==> src/hdl/hcbd_pkg.sv <==
// Package with the types, constants and helpers shared by the chunked body decoder.
package hcbd_pkg;

    localparam int BYTE_W        = 8;
    localparam int SIZE_BITS_DEF = 32;
    localparam int CRLF_W        = 2;

    localparam logic [BYTE_W-1:0] CHAR_LF   = 8'h0A;
    localparam logic [BYTE_W-1:0] CHAR_CR   = 8'h0D;
    localparam logic [BYTE_W-1:0] CHAR_SEMI = 8'h3B;

    localparam logic [CRLF_W-1:0] CRLF_SKIP = 2'd2;
    localparam logic [CRLF_W-1:0] CRLF_ONE  = 2'd1;
    localparam logic [CRLF_W-1:0] CRLF_NONE = 2'd0;

    typedef enum logic [2:0] {
        MODE_SIZE    = 3'd0,
        MODE_EXT     = 3'd1,
        MODE_DATA    = 3'd2,
        MODE_CRLF    = 3'd3,
        MODE_TRAILER = 3'd4
    } mode_t;

    typedef struct packed {
        logic [BYTE_W-1:0] out_byte;
        logic              chunk_last;
        logic              end_of_body;
        logic              size_overflow;
    } result_t;

    typedef struct packed {
        logic       ok;
        logic [3:0] val;
    } hex_t;

    function automatic hex_t hex_digit(input logic [BYTE_W-1:0] c);
        hex_t h;
        h.ok  = 1'b0;
        h.val = 4'd0;
        if (c inside {[8'h30:8'h39]})
        begin
            h.ok  = 1'b1;
            h.val = c[3:0];
        end
        else if (c inside {[8'h41:8'h46], [8'h61:8'h66]})
        begin
            h.ok  = 1'b1;
            h.val = c[3:0] + 4'd9;
        end
        return h;
    endfunction

endpackage

==> src/hdl/hcbd_if.sv <==
// Channel interfaces for body bytes in and decoded results out.
interface hcbd_in_if;
    logic                         valid;
    logic                         ready;
    logic [hcbd_pkg::BYTE_W-1:0]  in_byte;

    modport source (output valid, output in_byte, input ready);
    modport sink (input valid, input in_byte, output ready);
endinterface

interface hcbd_out_if;
    logic                         valid;
    logic                         ready;
    logic [hcbd_pkg::BYTE_W-1:0]  out_byte;
    logic                         chunk_last;
    logic                         end_of_body;
    logic                         size_overflow;

    modport source (output valid, output out_byte, output chunk_last,
                    output end_of_body, output size_overflow, input ready);
    modport sink (input valid, input out_byte, input chunk_last,
                  input end_of_body, input size_overflow, output ready);
endinterface

==> src/hdl/hcbd_in_reg.sv <==
// Input register that holds one body byte until the parser takes it.
module hcbd_in_reg (
    input  logic                        clk,
    input  logic                        rst_n,
    hcbd_in_if.sink                     body,
    input  logic                        take,
    output logic                        valid,
    output logic [hcbd_pkg::BYTE_W-1:0] data
);

    logic                        valid_reg;
    logic                        valid_next;
    logic [hcbd_pkg::BYTE_W-1:0] data_reg;
    logic                        load;

    assign body.ready = !valid_reg || take;
    assign load       = body.valid && body.ready;

    always_comb
    begin
        valid_next = valid_reg;
        if (load)
            valid_next = 1'b1;
        else if (take)
            valid_next = 1'b0;
    end

    always_ff @(posedge clk or negedge rst_n)
    begin
        if (!rst_n)
            valid_reg <= 1'b0;
        else
            valid_reg <= valid_next;
    end

    always_ff @(posedge clk)
    begin
        if (load)
            data_reg <= body.in_byte;
    end

    assign valid = valid_reg;
    assign data  = data_reg;

endmodule

==> src/hdl/hcbd_parser.sv <==
// Chunk framing state machine that turns one body byte into at most one result.
module hcbd_parser #(
    parameter int SIZE_BITS = hcbd_pkg::SIZE_BITS_DEF
) (
    input  logic                        clk,
    input  logic                        rst_n,
    input  logic                        consume,
    input  logic [hcbd_pkg::BYTE_W-1:0] in_byte,
    output logic                        res_valid,
    output hcbd_pkg::result_t           res
);

    hcbd_pkg::mode_t                mode_reg;
    hcbd_pkg::mode_t                mode_next;
    logic [SIZE_BITS-1:0]           bytes_left_reg;
    logic [SIZE_BITS-1:0]           bytes_left_next;
    logic                           saw_overflow_reg;
    logic                           saw_overflow_next;
    logic [hcbd_pkg::CRLF_W-1:0]    crlf_left_reg;
    logic [hcbd_pkg::CRLF_W-1:0]    crlf_left_next;
    logic                           trailer_empty_reg;
    logic                           trailer_empty_next;

    hcbd_pkg::hex_t                 hex;
    logic [SIZE_BITS-1:0]           dec;
    logic [SIZE_BITS-1:0]           shifted;
    logic                           too_big;
    logic                           is_lf;
    logic                           is_cr;

    assign hex     = hcbd_pkg::hex_digit(in_byte);
    assign dec     = bytes_left_reg - SIZE_BITS'(1);
    assign shifted = {bytes_left_reg[SIZE_BITS-5:0], hex.val};
    assign too_big = |bytes_left_reg[SIZE_BITS-1 -: 4];
    assign is_lf   = (in_byte == hcbd_pkg::CHAR_LF);
    assign is_cr   = (in_byte == hcbd_pkg::CHAR_CR);

    // Next state.
    always_comb
    begin
        mode_next          = mode_reg;
        bytes_left_next    = bytes_left_reg;
        saw_overflow_next  = saw_overflow_reg;
        crlf_left_next     = crlf_left_reg;
        trailer_empty_next = trailer_empty_reg;
        if (consume)
        begin
            case (mode_reg)
                hcbd_pkg::MODE_EXT:
                begin
                    if (is_lf)
                    begin
                        if (bytes_left_reg == '0)
                        begin
                            mode_next          = hcbd_pkg::MODE_TRAILER;
                            trailer_empty_next = 1'b1;
                        end
                        else
                            mode_next = hcbd_pkg::MODE_DATA;
                    end
                end
                hcbd_pkg::MODE_DATA:
                begin
                    bytes_left_next = dec;
                    if (dec == '0)
                    begin
                        mode_next      = hcbd_pkg::MODE_CRLF;
                        crlf_left_next = hcbd_pkg::CRLF_SKIP;
                    end
                end
                hcbd_pkg::MODE_CRLF:
                begin
                    if (crlf_left_reg == hcbd_pkg::CRLF_SKIP)
                        crlf_left_next = hcbd_pkg::CRLF_ONE;
                    else
                    begin
                        crlf_left_next    = hcbd_pkg::CRLF_NONE;
                        mode_next         = hcbd_pkg::MODE_SIZE;
                        saw_overflow_next = 1'b0;
                        bytes_left_next   = '0;
                    end
                end
                hcbd_pkg::MODE_TRAILER:
                begin
                    if (is_lf)
                    begin
                        if (trailer_empty_reg)
                        begin
                            mode_next         = hcbd_pkg::MODE_SIZE;
                            bytes_left_next   = '0;
                            saw_overflow_next = 1'b0;
                            crlf_left_next    = hcbd_pkg::CRLF_NONE;
                        end
                        trailer_empty_next = 1'b1;
                    end
                    else if (!is_cr)
                        trailer_empty_next = 1'b0;
                end
                default:
                begin
                    mode_next = hcbd_pkg::MODE_SIZE;
                    if (is_lf)
                    begin
                        if (bytes_left_reg == '0)
                        begin
                            mode_next          = hcbd_pkg::MODE_TRAILER;
                            trailer_empty_next = 1'b1;
                        end
                        else
                            mode_next = hcbd_pkg::MODE_DATA;
                    end
                    else if (in_byte == hcbd_pkg::CHAR_SEMI)
                        mode_next = hcbd_pkg::MODE_EXT;
                    else if (hex.ok)
                    begin
                        if (too_big)
                        begin
                            bytes_left_next   = '1;
                            saw_overflow_next = 1'b1;
                        end
                        else
                            bytes_left_next = shifted;
                    end
                end
            endcase
        end
    end

    // Result of the current byte.
    always_comb
    begin
        res_valid         = 1'b0;
        res.out_byte      = '0;
        res.chunk_last    = 1'b0;
        res.end_of_body   = 1'b0;
        res.size_overflow = 1'b0;
        case (mode_reg)
            hcbd_pkg::MODE_DATA:
            begin
                res_valid         = consume;
                res.out_byte      = in_byte;
                res.chunk_last    = (dec == '0);
                res.size_overflow = saw_overflow_reg;
            end
            hcbd_pkg::MODE_TRAILER:
            begin
                res_valid       = consume && is_lf && trailer_empty_reg;
                res.end_of_body = 1'b1;
            end
            default:
            begin
                res_valid = 1'b0;
            end
        endcase
    end

    always_ff @(posedge clk or negedge rst_n)
    begin
        if (!rst_n)
        begin
            mode_reg          <= hcbd_pkg::MODE_SIZE;
            bytes_left_reg    <= '0;
            saw_overflow_reg  <= 1'b0;
            crlf_left_reg     <= hcbd_pkg::CRLF_NONE;
            trailer_empty_reg <= 1'b1;
        end
        else
        begin
            mode_reg          <= mode_next;
            bytes_left_reg    <= bytes_left_next;
            saw_overflow_reg  <= saw_overflow_next;
            crlf_left_reg     <= crlf_left_next;
            trailer_empty_reg <= trailer_empty_next;
        end
    end

    a_data_gives_result: assert property (@(posedge clk) disable iff (!rst_n)
        (consume && mode_reg == hcbd_pkg::MODE_DATA) |-> res_valid)
        else $error("A data byte was consumed without a result.");

    a_end_resets_state: assert property (@(posedge clk) disable iff (!rst_n)
        (res_valid && res.end_of_body) |=>
        (mode_reg == hcbd_pkg::MODE_SIZE && bytes_left_reg == '0 && !saw_overflow_reg))
        else $error("State was not cleared after end of body.");

    a_crlf_returns: assert property (@(posedge clk) disable iff (!rst_n)
        (consume && mode_reg == hcbd_pkg::MODE_CRLF && crlf_left_reg == hcbd_pkg::CRLF_ONE)
        |=> (mode_reg == hcbd_pkg::MODE_SIZE))
        else $error("The second byte after a chunk did not return to the size line.");

    a_end_is_clean: assert property (@(posedge clk) disable iff (!rst_n)
        (res_valid && res.end_of_body) |->
        (res.out_byte == '0 && !res.chunk_last && !res.size_overflow))
        else $error("An end of body result carries data flags.");

endmodule

==> src/hdl/hcbd_out_reg.sv <==
// Result register that holds one decoded beat until the sink takes it.
module hcbd_out_reg (
    input  logic              clk,
    input  logic              rst_n,
    input  logic              load,
    input  hcbd_pkg::result_t res,
    output logic              space,
    hcbd_out_if.source        result
);

    logic              valid_reg;
    logic              valid_next;
    hcbd_pkg::result_t res_reg;

    assign space = !valid_reg || result.ready;

    always_comb
    begin
        valid_next = valid_reg;
        if (load)
            valid_next = 1'b1;
        else if (result.ready)
            valid_next = 1'b0;
    end

    always_ff @(posedge clk or negedge rst_n)
    begin
        if (!rst_n)
            valid_reg <= 1'b0;
        else
            valid_reg <= valid_next;
    end

    always_ff @(posedge clk)
    begin
        if (load)
            res_reg <= res;
    end

    assign result.valid         = valid_reg;
    assign result.out_byte      = res_reg.out_byte;
    assign result.chunk_last    = res_reg.chunk_last;
    assign result.end_of_body   = res_reg.end_of_body;
    assign result.size_overflow = res_reg.size_overflow;

endmodule

==> src/hdl/http_chunked_body_decoder.sv <==
// Bytes pass the input register, parser and result register. Throughput: one byte
// per cycle while the sink is ready; the input register, the framing state machine
// and the result register each handle one beat per cycle, so bytes flow back to back.
// Only data bytes and the LF that ends the trailer produce a result beat.
// Reset: parser returns to the size line with a zero size; both registers empty.
module http_chunked_body_decoder #(
    parameter int SIZE_BITS = hcbd_pkg::SIZE_BITS_DEF
) (
    input  logic       clk,
    input  logic       rst_n,
    hcbd_in_if.sink    body,
    hcbd_out_if.source result
);

    logic                        in_valid;
    logic [hcbd_pkg::BYTE_W-1:0] in_data;
    logic                        consume;
    logic                        space;
    logic                        res_valid;
    hcbd_pkg::result_t           res;

    assign consume = in_valid && space;

    hcbd_in_reg u_in_reg (
        .clk   (clk),
        .rst_n (rst_n),
        .body  (body),
        .take  (consume),
        .valid (in_valid),
        .data  (in_data)
    );

    hcbd_parser #(
        .SIZE_BITS (SIZE_BITS)
    ) u_parser (
        .clk       (clk),
        .rst_n     (rst_n),
        .consume   (consume),
        .in_byte   (in_data),
        .res_valid (res_valid),
        .res       (res)
    );

    hcbd_out_reg u_out_reg (
        .clk    (clk),
        .rst_n  (rst_n),
        .load   (res_valid),
        .res    (res),
        .space  (space),
        .result (result)
    );

endmodule
==> src/flat_wrapper.sv <==
// flat-port wrapper written by rule: the top's interface ports become plain ports
module http_chunked_body_decoder_flat 
#(
    parameter int SIZE_BITS = hcbd_pkg::SIZE_BITS_DEF
)
  (clk, rst_n, body_valid, body_in_byte, body_ready, result_valid, result_out_byte, result_chunk_last, result_end_of_body, result_size_overflow, result_ready);
  hcbd_in_if body_i ();
  hcbd_out_if result_i ();
  input  logic clk;
  input  logic rst_n;
  input wire logic [$bits(body_i.valid)-1:0] body_valid;
  input wire logic [$bits(body_i.in_byte)-1:0] body_in_byte;
  output wire logic [$bits(body_i.ready)-1:0] body_ready;
  output wire logic [$bits(result_i.valid)-1:0] result_valid;
  output wire logic [$bits(result_i.out_byte)-1:0] result_out_byte;
  output wire logic [$bits(result_i.chunk_last)-1:0] result_chunk_last;
  output wire logic [$bits(result_i.end_of_body)-1:0] result_end_of_body;
  output wire logic [$bits(result_i.size_overflow)-1:0] result_size_overflow;
  input wire logic [$bits(result_i.ready)-1:0] result_ready;
  assign body_i.valid = body_valid;
  assign body_i.in_byte = body_in_byte;
  assign body_ready = body_i.ready;
  assign result_valid = result_i.valid;
  assign result_out_byte = result_i.out_byte;
  assign result_chunk_last = result_i.chunk_last;
  assign result_end_of_body = result_i.end_of_body;
  assign result_size_overflow = result_i.size_overflow;
  assign result_i.ready = result_ready;
  http_chunked_body_decoder #(.SIZE_BITS(SIZE_BITS)) u_core (.clk(clk), .rst_n(rst_n), .body(body_i), .result(result_i));
endmodule
==> config.mk <==
export PLATFORM = sky130hd
export DESIGN_NAME = http_chunked_body_decoder_flat
export DESIGN_NICKNAME = d
export VERILOG_FILES = /design/src/hdl/hcbd_pkg.sv /design/src/hdl/hcbd_if.sv /design/src/hdl/hcbd_in_reg.sv /design/src/hdl/hcbd_parser.sv /design/src/hdl/hcbd_out_reg.sv /design/src/hdl/http_chunked_body_decoder.sv /design/src/flat_wrapper.sv
export SDC_FILE = /design/constraint.sdc
export NUM_CORES = 1
export LEC_CHECK = 0
export BUFFER_PORTS_ARGS = -buffer_cell sky130_fd_sc_hd__clkbuf_2
export CORE_MARGIN = 5
export CORE_UTILIZATION = 35
export DETAILED_ROUTE_END_ITERATION = 16
export GPL_ROUTABILITY_DRIVEN = 0
export PLACE_DENSITY = 0.6
export SYNTH_ARGS = -nofsm -noshare
export SYNTH_HDL_FRONTEND = slang
export SYNTH_SLANG_ARGS = --single-unit
export TNS_END_PERCENT = 1
==> constraint.sdc <==
create_clock -name clk -period 3.4 [get_ports clk]
set_clock_uncertainty 0.05 [all_clocks]
set_input_delay 0.34 -clock clk [delete_from_list [all_inputs] [get_ports clk]]
set_output_delay 0.34 -clock clk [all_outputs]
set_load 0.005 [all_outputs]
==> results of run 1 <==
-- report_power, final --
group / total, mW / internal [mW] / switching (mW)
registers: 1.38 / 0.951 / 0.426
clock network: 0.945 / 0.578 / 0.367
logic: 1.61 / 0.668 / 0.943
total: 3.93 / 2.20 / 1.74
-- final cells by class --
type / instances / area (um2)
Fill cell: 1208 / 7018
Inverter: 20 / 75.07
Multi-Input combinational cell: 388 / 2395
Timing Repair Buffer: 51 / 335.3
Clock inverter: 7 / 81.33
Sequential cell: 60 / 1598
Tap cell: 147 / 183.9
Clock buffer: 9 / 225.2
-- logic make-up (layout without fill, tap and decap cells) --
family	Yosys count	after routing	synth area share
simple gates	194	194	0.2647
flops	60	60	0.3780
buf+inv	59	87	0.05684
mux	1	1	0.002368
compound gates	179	179	0.2629
fa+ha+maj	7	7	0.02072
xor+xnor	7	7	0.01451
-- per-layer routing --
metal	GRT usage	vias to the layer above	wire [um]
met1	0.2474	2043	5605
met2	0.2744	165	5783
met3	0.02686	19	640
li1	-	1957	-
met5	0	-	0
met4	0.07230	0	271
-- worst register-to-register path: stages, from the launching register on --
cell	delay (ns)
sky130_fd_sc_hd__dfrtp_1	0.43
sky130_fd_sc_hd__inv_1	0.16
sky130_fd_sc_hd__ha_1	0.18
sky130_fd_sc_hd__buf_4	0.15
sky130_fd_sc_hd__nor3b_2	0.49
sky130_fd_sc_hd__nand4_1	0.16
sky130_fd_sc_hd__a211o_1	0.31
sky130_fd_sc_hd__nand2_1	0.06
sky130_fd_sc_hd__or4b_4	0.48
sky130_fd_sc_hd__or4_1	0.52
sky130_fd_sc_hd__nand3_1	0.10
-- worst paths after layout --
kind / to / slack (ns) / cells after the start
min in group asynchronous: u_core.u_parser.bytes_left_reg[24] / 0.14 / 1
setup reg to reg: u_core.u_parser.crlf_left_reg[1] / 0.22 / 10
setup / recovery: u_core.u_parser.crlf_left_reg[1] / 0.22 / 10
max in group asynchronous: u_core.u_parser.bytes_left_reg[6] / 2.45 / 1
hold / removal: u_core.u_in_reg.data[1] / 0.12 / 1
hold reg to reg: u_core.u_parser.trailer_empty_reg / 0.44 / 2
-- cells in the final DEF, fill, tap and decap left out, types with 7 or more instances in the layout --
master / synthesis / routed
sky130_fd_sc_hd__o21ai_0: 72 / 72
sky130_fd_sc_hd__nor2_1: 58 / 58
sky130_fd_sc_hd__dfrtp_1: 40 / 40
sky130_fd_sc_hd__a21oi_1: 34 / 34
sky130_fd_sc_hd__buf_4: 1 / 26
sky130_fd_sc_hd__nand2_1: 24 / 24
sky130_fd_sc_hd__clkbuf_2: 0 / 24
sky130_fd_sc_hd__inv_1: 20 / 20
sky130_fd_sc_hd__edfxtp_1: 19 / 19
sky130_fd_sc_hd__nand4_1: 14 / 14
sky130_fd_sc_hd__o31a_1: 14 / 14
sky130_fd_sc_hd__nor4_1: 14 / 13
sky130_fd_sc_hd__nand3_1: 13 / 13
sky130_fd_sc_hd__nor3_1: 12 / 12
sky130_fd_sc_hd__a31oi_1: 10 / 10
sky130_fd_sc_hd__o22ai_1: 10 / 10
sky130_fd_sc_hd__and2_1: 10 / 10
sky130_fd_sc_hd__clkbuf_16: 0 / 9
sky130_fd_sc_hd__or3_1: 7 / 7
sky130_fd_sc_hd__ha_1: 7 / 7
-- stage by stage --
| stage | power, mW | instances | cell area [um2] | util |
|---|---|---|---|---|
| final | 3.934 | 682 | 4893 | 0.4108 |
| after CTS | 3.918 | 682 | 4893 | 0.4108 |
| after global routing | 4.197 | 682 | 4893 | 0.4108 |
| after floorplan | 2.434 | 507 | 4227 | - |
| after global placement | 2.930 | 666 | 4587 | 0.3851 |
| after detailed placement | 2.948 | 666 | 4587 | 0.3851 |
==> impl_metrics.json, run 1 <==
{
  "synth_top_flop_cell": "sky130_fd_sc_hd__dfrtp_1",
  "async_reset_ff_frac": 0.6833,
  "post_cts_setup_buffer_count": 0,
  "cts-buffers-inserted": 9,
  "antenna-diode-count": 0,
  "setup-violations-final": 0,
  "port_buffers": 24,
  "worstSkewPairLatency_ns": 0.34,
  "criticalPathCategory": "flop to flop",
  "leakage_power_nw": 1.910,
  "grt_first_pass_wirelength_mm": 20.71,
  "die_area_um2": 14370,
  "timing.max_slew.rel_slack": 0.2547,
  "critPathLaunchType": "flop",
  "drive_above_1_share": 0.1589,
  "clk_pin_slew_worst_paths_ns": 0.06,
  "cts_num_sinks": 60,
  "p_per_area_nw_per_um2": 803.8,
  "cpPeakStageDelay_ns": 0.52,
  "critical_path_required_ns": 3.62,
  "path_cells": "inv_1 -> ha_1 -> buf_4 -> nor3b_2 -> nand4_1 -> a211o_1 -> nand2_1 -> or4b_4 -> or4_1 -> nand3_1",
  "number_of_nets_in_the_layout": 549,
  "post_synthesis_sequential_element_count": 60,
  "yosysWarningCount": 0,
  "post-route-period-util": 0.9339,
  "timing.hold.worst.start": "body_in_byte[1]",
  "die_w_um": 119.9,
  "vdd_drop_max_uv": 250.9,
  "synthDominantCellAreaShare": 0.2368,
  "nature_of_the_critical_path_endpoint": "flop",
  "post-route-drc-count": 0,
  "grt_setup_unrepaired": "no",
  "globalRouteTotalUtil": 0.1771,
  "critPathArrivalTime_ns": 3.40,
  "global_route.overflow_total": 0,
  "ctsHoldBuffers": 0,
  "ctsRootBufferMaster": "sky130_fd_sc_hd__clkbuf_16",
  "yosysTopAreaCell": "sky130_fd_sc_hd__dfrtp_1",
  "route.vias.total": 4184,
  "first_global_vias": 3968,
  "antenna_found_initial": 0,
  "drt-total-wl_mm": 12.30,
  "tightest_slew_ns": 1.118,
  "place_worst_setup_slack_ns": 0.2560,
  "area_growth_pct": 15.78,
  "post-route-min-period_ns": 3.175,
  "clock_path_buffers": 2,
  "critical_path.n_buffers_inverters": 2,
  "hold_class": "primary input to flop",
  "detail_route.first_pass.iterations": 5,
  "synth_edf_count": 19,
  "max-cap-violations": 0,
  "initial_utilization": 0.3548,
  "final_routed_wire_length_divided_by_cell_count_um": 18.04,
  "h_tree_depth_reported_by_cts": 3,
  "placementRows": 40,
  "timing.critical_path.fanout_max": 8,
  "slowest_stage": "sky130_fd_sc_hd__or4_1",
  "synth_cell_type_count": 69,
  "viasPerCell": 6.135,
  "yosysSeqAreaShare": 0.3780,
  "cp_top_family": "simple AND/OR/NAND/NOR gates",
  "avgSynthCellArea_um2": 8.336,
  "synth_most_common_cell": "sky130_fd_sc_hd__o21ai_0",
  "synth.top_cells.by_area": "sky130_fd_sc_hd__dfrtp_1, sky130_fd_sc_hd__edfxtp_1, sky130_fd_sc_hd__o21ai_0, sky130_fd_sc_hd__nor2_1, sky130_fd_sc_hd__a21oi_1",
  "hold_viol_final": 0,
  "hold_ws_ns": 0.1204,
  "ys_top_cells_by_count": "sky130_fd_sc_hd__o21ai_0, sky130_fd_sc_hd__nor2_1, sky130_fd_sc_hd__dfrtp_1, sky130_fd_sc_hd__a21oi_1, sky130_fd_sc_hd__clkbuf_1",
  "finalWorstSetupSlack_ns": 0.2246,
  "cts_resized": 0,
  "critPathLaunch": "u_core.u_parser.bytes_left_reg[1]",
  "max_freq_mhz": 314.9,
  "pin_count_of_the_biggest_net_entering_global_routing": 65,
  "drt_iter0_markers": 342,
  "r2r_start": "u_core.u_parser.bytes_left_reg[1]",
  "number_of_nets_with_antenna_violations_after_routing": 0,
  "final-max-slew-violation-count": 0,
  "io-pin-count": 25,
  "mappedNetlistArea_um2": 4227,
  "flip_flop_count_of_the_largest_register_after_layout": 32,
  "setup_total_negative_slack_ns": 0,
  "cts_tree": "built",
  "placeableCoreArea_um2": 11910,
  "run_status": "completed",
  "place_hpwl_mm": 8.476,
  "synth_nets": 526,
  "synthCells": 507,
  "vertical_extent_of_the_die_um": 119.9
}
No activity file was read; power rests on OpenSTA's default activity.
==> run 2, diff against run 1 <==
==> constraint.sdc (replaced) <==
create_clock -name clk -period 3.4 [get_ports clk]
set_clock_uncertainty 0.05 [all_clocks]
set_input_delay 0.17 -clock clk [delete_from_list [all_inputs] [get_ports clk]]
set_output_delay 0.17 -clock clk [all_outputs]
set_load 0.005 [all_outputs]
==> run 2 against run 1 <==
The flow now finishes with violations (negative hold slack). Power grew 0.28%. Sequential power is essentially flat. First-iteration DRC count shrank 3.2%. Worst setup slack lost 0.055 ns. Count of clock-buffer cells in the layout is the same. Combinational power is essentially flat. Critical path type unchanged.
==> impl_metrics.json, run 2 (synthesis results as in run 1) <==
{
  "vdd_drop_max_uv": 251.4,
  "final-max-slew-violation-count": 0,
  "run_status": "finished with violations",
  "r2r_start": "u_core.u_parser.bytes_left_reg[1]",
  "cts_num_sinks": 60,
  "drt_iter0_markers": 331,
  "placeableCoreArea_um2": 11910,
  "regToRegSetupSlack_ns": 0.17,
  "viasPerCell": 6.084,
  "placedCellCount": 666,
  "number_of_nets_with_antenna_violations_after_routing": 0,
  "p_per_area_nw_per_um2": 791.6,
  "route.vias.total": 4204,
  "most_common_cell_after_layout_fill_and_taps_aside": "sky130_fd_sc_hd__o21ai_0",
  "post-route-period-util": 0.9502,
  "mostFrequentLayoutCells": "sky130_fd_sc_hd__o21ai_0, sky130_fd_sc_hd__nor2_1, sky130_fd_sc_hd__dfrtp_1",
  "drive_above_1_share": 0.1563,
  "routedLengthMet1_mm": 5.662,
  "die_area_um2": 14370,
  "hold_viol_final": 19,
  "vertical_extent_of_the_die_um": 119.9,
  "clock_path_buffers": 2,
  "hold_class": "primary input to asynchronous set/reset pin",
  "clk_pin_slew_worst_paths_ns": 0.06,
  "ctsRootBufferMaster": "sky130_fd_sc_hd__clkbuf_16",
  "cp-endpoint": "u_core.u_parser.crlf_left_reg[1]",
  "grt_setup_unrepaired": "no",
  "grt_first_pass_wirelength_mm": 20.88,
  "die_w_um": 119.9,
  "antenna_found_initial": 0,
  "post_cts_setup_buffer_count": 0,
  "met3RoutedLength_um": 600,
  "area_growth_pct": 17.91,
  "antenna-diode-count": 0,
  "number_of_nets_in_the_layout": 558,
  "io-pin-count": 25,
  "timing.critical_path.fanout_max": 7,
  "cts-buffers-inserted": 9,
  "pin_count_of_the_biggest_net_entering_global_routing": 65,
  "post-route-min-period_ns": 3.231,
  "criticalPathCategory": "flop to flop",
  "critPathArrivalTime_ns": 3.45,
  "critPathLaunchType": "flop",
  "drt-total-wl_mm": 12.44,
  "layoutNonFillerInstCount": 691,
  "first_global_vias": 4001,
  "setup_total_negative_slack_ns": 0,
  "detail_route.first_pass.iterations": 5,
  "final_routed_wire_length_divided_by_cell_count_um": 18.00,
  "timing.reg2reg.worst_path_depth": 7,
  "cts_tree": "built",
  "leakage_power_nw": 1.947,
  "placementRows": 40,
  "critPathLaunch": "u_core.u_parser.bytes_left_reg[1]",
  "max_freq_mhz": 309.5,
  "tightest_slew_ns": 1.110,
  "nature_of_the_critical_path_endpoint": "flop",
  "failed_checks": "negative hold slack",
  "globalRouteTotalUtil": 0.1784,
  "setup-violations-final": 0,
  "global_route.overflow_total": 0,
  "worstSkewPairLatency_ns": 0.34,
  "timing.max_slew.rel_slack": 0.2600,
  "worstReg2RegEnd": "u_core.u_parser.crlf_left_reg[1]",
  "place_hpwl_mm": 8.476,
  "hold_ws_ns": -0.03420,
  "h_tree_depth_reported_by_cts": 3,
  "max-cap-violations": 0,
  "top_layer_used": "met4",
  "initial_utilization": 0.3548,
  "critical_path_required_ns": 3.62,
  "met2RoutedLength_mm": 5.875,
  "fillers": 1199,
  "post-route-drc-count": 0,
  "flip_flop_count_of_the_largest_register_after_layout": 32,
  "port_buffers": 24
}
[run 2: routing by layer]
metal	vias to the layer above	global-route usage
li1	1978	-
met1	2042	0.2489
met2	161	0.2768
met3	23	0.02733
met4	0	0.07230
met5	-	0
[run 2: worst min path at each step]
stage	slack, ns	depth (start not counted)	from	to
floorplan	-0.18	0	rst_n	u_core.u_in_reg.valid
global placement	0.30	1	body_in_byte[1]	u_core.u_in_reg.data[1]
detailed placement	0.30	1	body_in_byte[1]	u_core.u_in_reg.data[1]
CTS	0.03	1	rst_n	u_core.u_parser.bytes_left_reg[30]
finish	-0.03	1	rst_n	u_core.u_parser.bytes_left_reg[24]
global route	0.10	1	rst_n	u_core.u_parser.bytes_left_reg[30]
[run 2: through the flow]
stage               area (um2)  setup slack, ns  power, mW    util
floorplan                 4227           0.3060      2.434       -
global placement          4587           0.3015      2.930  0.3851
detailed placement        4587           0.2560      2.948  0.3851
CTS                       4984           0.2483      3.926  0.4184
global route              4984          0.05667      4.206  0.4184
finish                    4984           0.1693      3.945  0.4184
[run 2: what timing repair did]
item                                   CTS  global route
hold buffers                             9             0
resized for setup                        0             0
endpoints found under the hold margin    9             0
[run 2: critical path: stages (launching register included)]
cell	delay, ns
sky130_fd_sc_hd__dfrtp_1	0.43
sky130_fd_sc_hd__nor4_2	0.69
sky130_fd_sc_hd__nand4_1	0.32
sky130_fd_sc_hd__o21a_1	0.25
sky130_fd_sc_hd__a211o_1	0.25
sky130_fd_sc_hd__or4b_4	0.54
sky130_fd_sc_hd__or4_1	0.52
sky130_fd_sc_hd__nand3_1	0.11
[run 2: layout make-up]
cell class	count	area [um2]	area share
multi-input combinational	388	2395	0.4805
sequential	60	1598	0.3206
timing repair buffer	60	425.4	0.08536
clock buffer	9	225.2	0.04519
tap	147	183.9	0.03691
clock inverter	7	81.33	0.01632
inverter	20	75.07	0.01506
[run 2: where the power goes]
part           switching, mW  internal (mW)
Clock                  0.368          0.578
Combinational          0.944          0.675
Sequential             0.428          0.951
Total                   1.74           2.20
==> run 3, diff against run 2 <==
Settings changed: SYNTH_HIERARCHICAL set to 1.
==> run 3 against run 2 <==
Non-clock buffer count increased by 3. Wire length shrank 9.4%. Flip-flop and latch count is the same. Area after synthesis is 7.8% lower. Highest routed layer unchanged. Die area shrank 7.1%. The run now ends clean.
==> impl_metrics.json, run 3 <==
{
  "yosysWarningCount": 6,
  "antenna-diode-count": 0,
  "grt_setup_unrepaired": "no",
  "place_hpwl_mm": 7.722,
  "setup-violations-final": 0,
  "ys_top_cells_by_count": "sky130_fd_sc_hd__o21ai_0, sky130_fd_sc_hd__nand2_1, sky130_fd_sc_hd__nor2_1, sky130_fd_sc_hd__dfrtp_1, sky130_fd_sc_hd__clkbuf_1",
  "worstSkewPairLatency_ns": 0.35,
  "yosysSeqAreaShare": 0.4100,
  "max_freq_mhz": 303.4,
  "critPathMostFrequentCell": "sky130_fd_sc_hd__or4_4",
  "synth_top_flop_cell": "sky130_fd_sc_hd__dfrtp_1",
  "synthCells": 464,
  "timing.reg2reg.worst_path_depth": 7,
  "synthXorXnorAreaFrac": 0.002247,
  "h_tree_depth_reported_by_cts": 3,
  "io-pin-count": 25,
  "ff_latch_area_um2": 1598,
  "path_cells": "or4_4 -> or4_1 -> o41a_1 -> a221o_1 -> or4_4 -> nor4_1 -> o221a_2",
  "mappedNetlistArea_um2": 3897,
  "cts-buffers-inserted": 9,
  "mostFrequentLayoutCells": "sky130_fd_sc_hd__o21ai_0, sky130_fd_sc_hd__nand2_1, sky130_fd_sc_hd__nor2_1",
  "synth.area.mux_share": 0.002568,
  "synth_edf_count": 19,
  "synth_top_family_by_area": "compound AO/OA/AOI/OAI gates",
  "run_status": "completed",
  "vdd_drop_max_uv": 236.5,
  "synth.top_cells.by_area": "sky130_fd_sc_hd__dfrtp_1, sky130_fd_sc_hd__edfxtp_1, sky130_fd_sc_hd__o21ai_0, sky130_fd_sc_hd__nand2_1, sky130_fd_sc_hd__nor2_1",
  "synthDominantCellAreaShare": 0.2568,
  "final_routed_wire_length_divided_by_cell_count_um": 17.33,
  "initial_utilization": 0.3580,
  "yosys.area_share.adder": 0.02183,
  "layoutNonFillerInstCount": 650,
  "drt-total-wl_mm": 11.27,
  "p_per_area_nw_per_um2": 709.0,
  "yosysTopAreaCell": "sky130_fd_sc_hd__dfrtp_1",
  "post-route-period-util": 0.9694,
  "die_area_um2": 13350,
  "hold_class": "primary input to flop",
  "antenna_found_initial": 0,
  "grt_first_pass_wirelength_mm": 18.82,
  "nature_of_the_critical_path_endpoint": "flop",
  "synth_most_common_cell": "sky130_fd_sc_hd__o21ai_0",
  "placedCellCount": 624,
  "flip_flop_count_of_the_largest_register_after_layout": 32,
  "vertical_extent_of_the_die_um": 115.5,
  "drt_iter0_markers": 328,
  "critPathLaunchType": "flop",
  "synth_cell_type_count": 61,
  "ctsRootBufferMaster": "sky130_fd_sc_hd__clkbuf_8",
  "avgSynthCellArea_um2": 8.400,
  "global_route.overflow_total": 0,
  "number_of_nets_with_antenna_violations_after_routing": 0,
  "cpPeakStageDelay_ns": 0.59,
  "critical_path_required_ns": 3.64,
  "holdPathStages": 3,
  "hold_viol_final": 0,
  "post_cts_setup_buffer_count": 0,
  "first_global_vias": 3738,
  "final-max-slew-violation-count": 0,
  "setup_total_negative_slack_ns": 0,
  "synthSimpleGateAreaFrac": 0.2491,
  "clock_path_buffers": 2,
  "fillers": 1059,
  "pin_count_of_the_biggest_net_entering_global_routing": 49,
  "multi_input_comb_area_um2": 2138,
  "placementRows": 38,
  "tightest_slew_ns": 1.179,
  "leakage_power_nw": 1.780,
  "viasPerCell": 5.915,
  "most_common_cell_after_layout_fill_and_taps_aside": "sky130_fd_sc_hd__o21ai_0",
  "timing.max_slew.rel_slack": 0.2110,
  "criticalPathCategory": "flop to flop",
  "area_growth_pct": 17.66,
  "die_w_um": 115.5,
  "timing.critical_path.fanout_max": 5,
  "max-cap-violations": 0,
  "clk_pin_slew_worst_paths_ns": 0.07,
  "number_of_nets_in_the_layout": 523,
  "post-route-min-period_ns": 3.296,
  "slowest_stage": "sky130_fd_sc_hd__or4_4",
  "placeableCoreArea_um2": 10890,
  "post_synthesis_sequential_element_count": 60,
  "critPathArrivalTime_ns": 3.54,
  "complex_gate_fraction_of_the_synthesized_area": 0.2693,
  "drive_above_1_share": 0.1588,
  "synth_nets": 482,
  "async_reset_ff_frac": 0.6833,
  "route.vias.total": 3845,
  "globalRouteTotalUtil": 0.1765,
  "post-route-drc-count": 0,
  "port_buffers": 24,
  "detail_route.first_pass.iterations": 5,
  "cts_num_sinks": 60,
  "cts_tree": "built"
}
run 3: critical path: cells and delay by family (launching register included):
family	cells	cell delay [ns]
AND/OR/NAND/NOR	4	1.90
AO/OA/AOI/OAI	3	0.88
flip-flops	1	0.39
run 3: routing by layer:
metal	track usage	part of all wire
met1	0.2389	0.46
met2	0.2751	0.46
met3	0.03446	0.058
met4	0.07746	0.022
met5	0	0
run 3: per-stage QoR:
stage | hold slack (ns) | worst slack (ns) | power, mW | area, um2 | utilization
after floorplan | -0.1756 | 0.1108 | 2.113 | 3897 | -
after global routing | 0.01769 | 0.002345 | 3.484 | 4586 | 0.4212
after global placement | 0.2980 | 0.1919 | 2.571 | 4289 | 0.3939
final | 0.02847 | 0.1039 | 3.251 | 4586 | 0.4212
after detailed placement | 0.2995 | 0.1493 | 2.581 | 4289 | 0.3939
after CTS | 0.008176 | 0.1305 | 3.231 | 4572 | 0.4199
run 3: layout make-up:
| class | instances | area share |
|---|---|---|
| flip-flops and latches | 60 | 0.3484 |
| multi-input cells | 360 | 0.4663 |
| clock inverters | 6 | 0.01201 |
| repair buffers | 63 | 0.09823 |
| clock buffers | 10 | 0.02783 |
| inverters | 11 | 0.009004 |
| well taps | 140 | 0.03820 |
run 3: final timing paths:
kind                                               startpoint  slack, ns                                  to
min in group asynchronous                               rst_n       0.50   u_core/u_parser/bytes_left_reg[2]
setup / recovery           u_core/u_parser/bytes_left_reg[10]       0.10    u_core/u_parser/crlf_left_reg[1]
hold / removal                                   result_ready       0.03       u_core/u_out_reg/result.valid
max in group asynchronous                               rst_n       2.14  u_core/u_parser/bytes_left_reg[20]
hold reg to reg             u_core/u_parser/trailer_empty_reg       0.45   u_core/u_parser/trailer_empty_reg
setup reg to reg           u_core/u_parser/bytes_left_reg[10]       0.10    u_core/u_parser/crlf_left_reg[1]
run 3: cell families (layout without fill, tap and decap cells):
family | after synthesis | count (layout)
simple gates | 186 | 186
compound gates | 165 | 165
flops | 60 | 60
buf+inv | 44 | 90
fa+ha+maj | 7 | 7
xor+xnor | 1 | 1
mux | 1 | 1
run 3: what timing repair did:
item | in CTS | in global routing
resized for setup | 0 | 3
endpoints found under the hold margin | 31 | 0
hold buffers | 10 | 0
setup endpoints to repair | 0 | 3
run 3: where the power goes:
group          switching [mW]  internal (mW)
sequential              0.291          0.942
combinational           0.825          0.573
clock                   0.289          0.331
total                    1.41           1.85
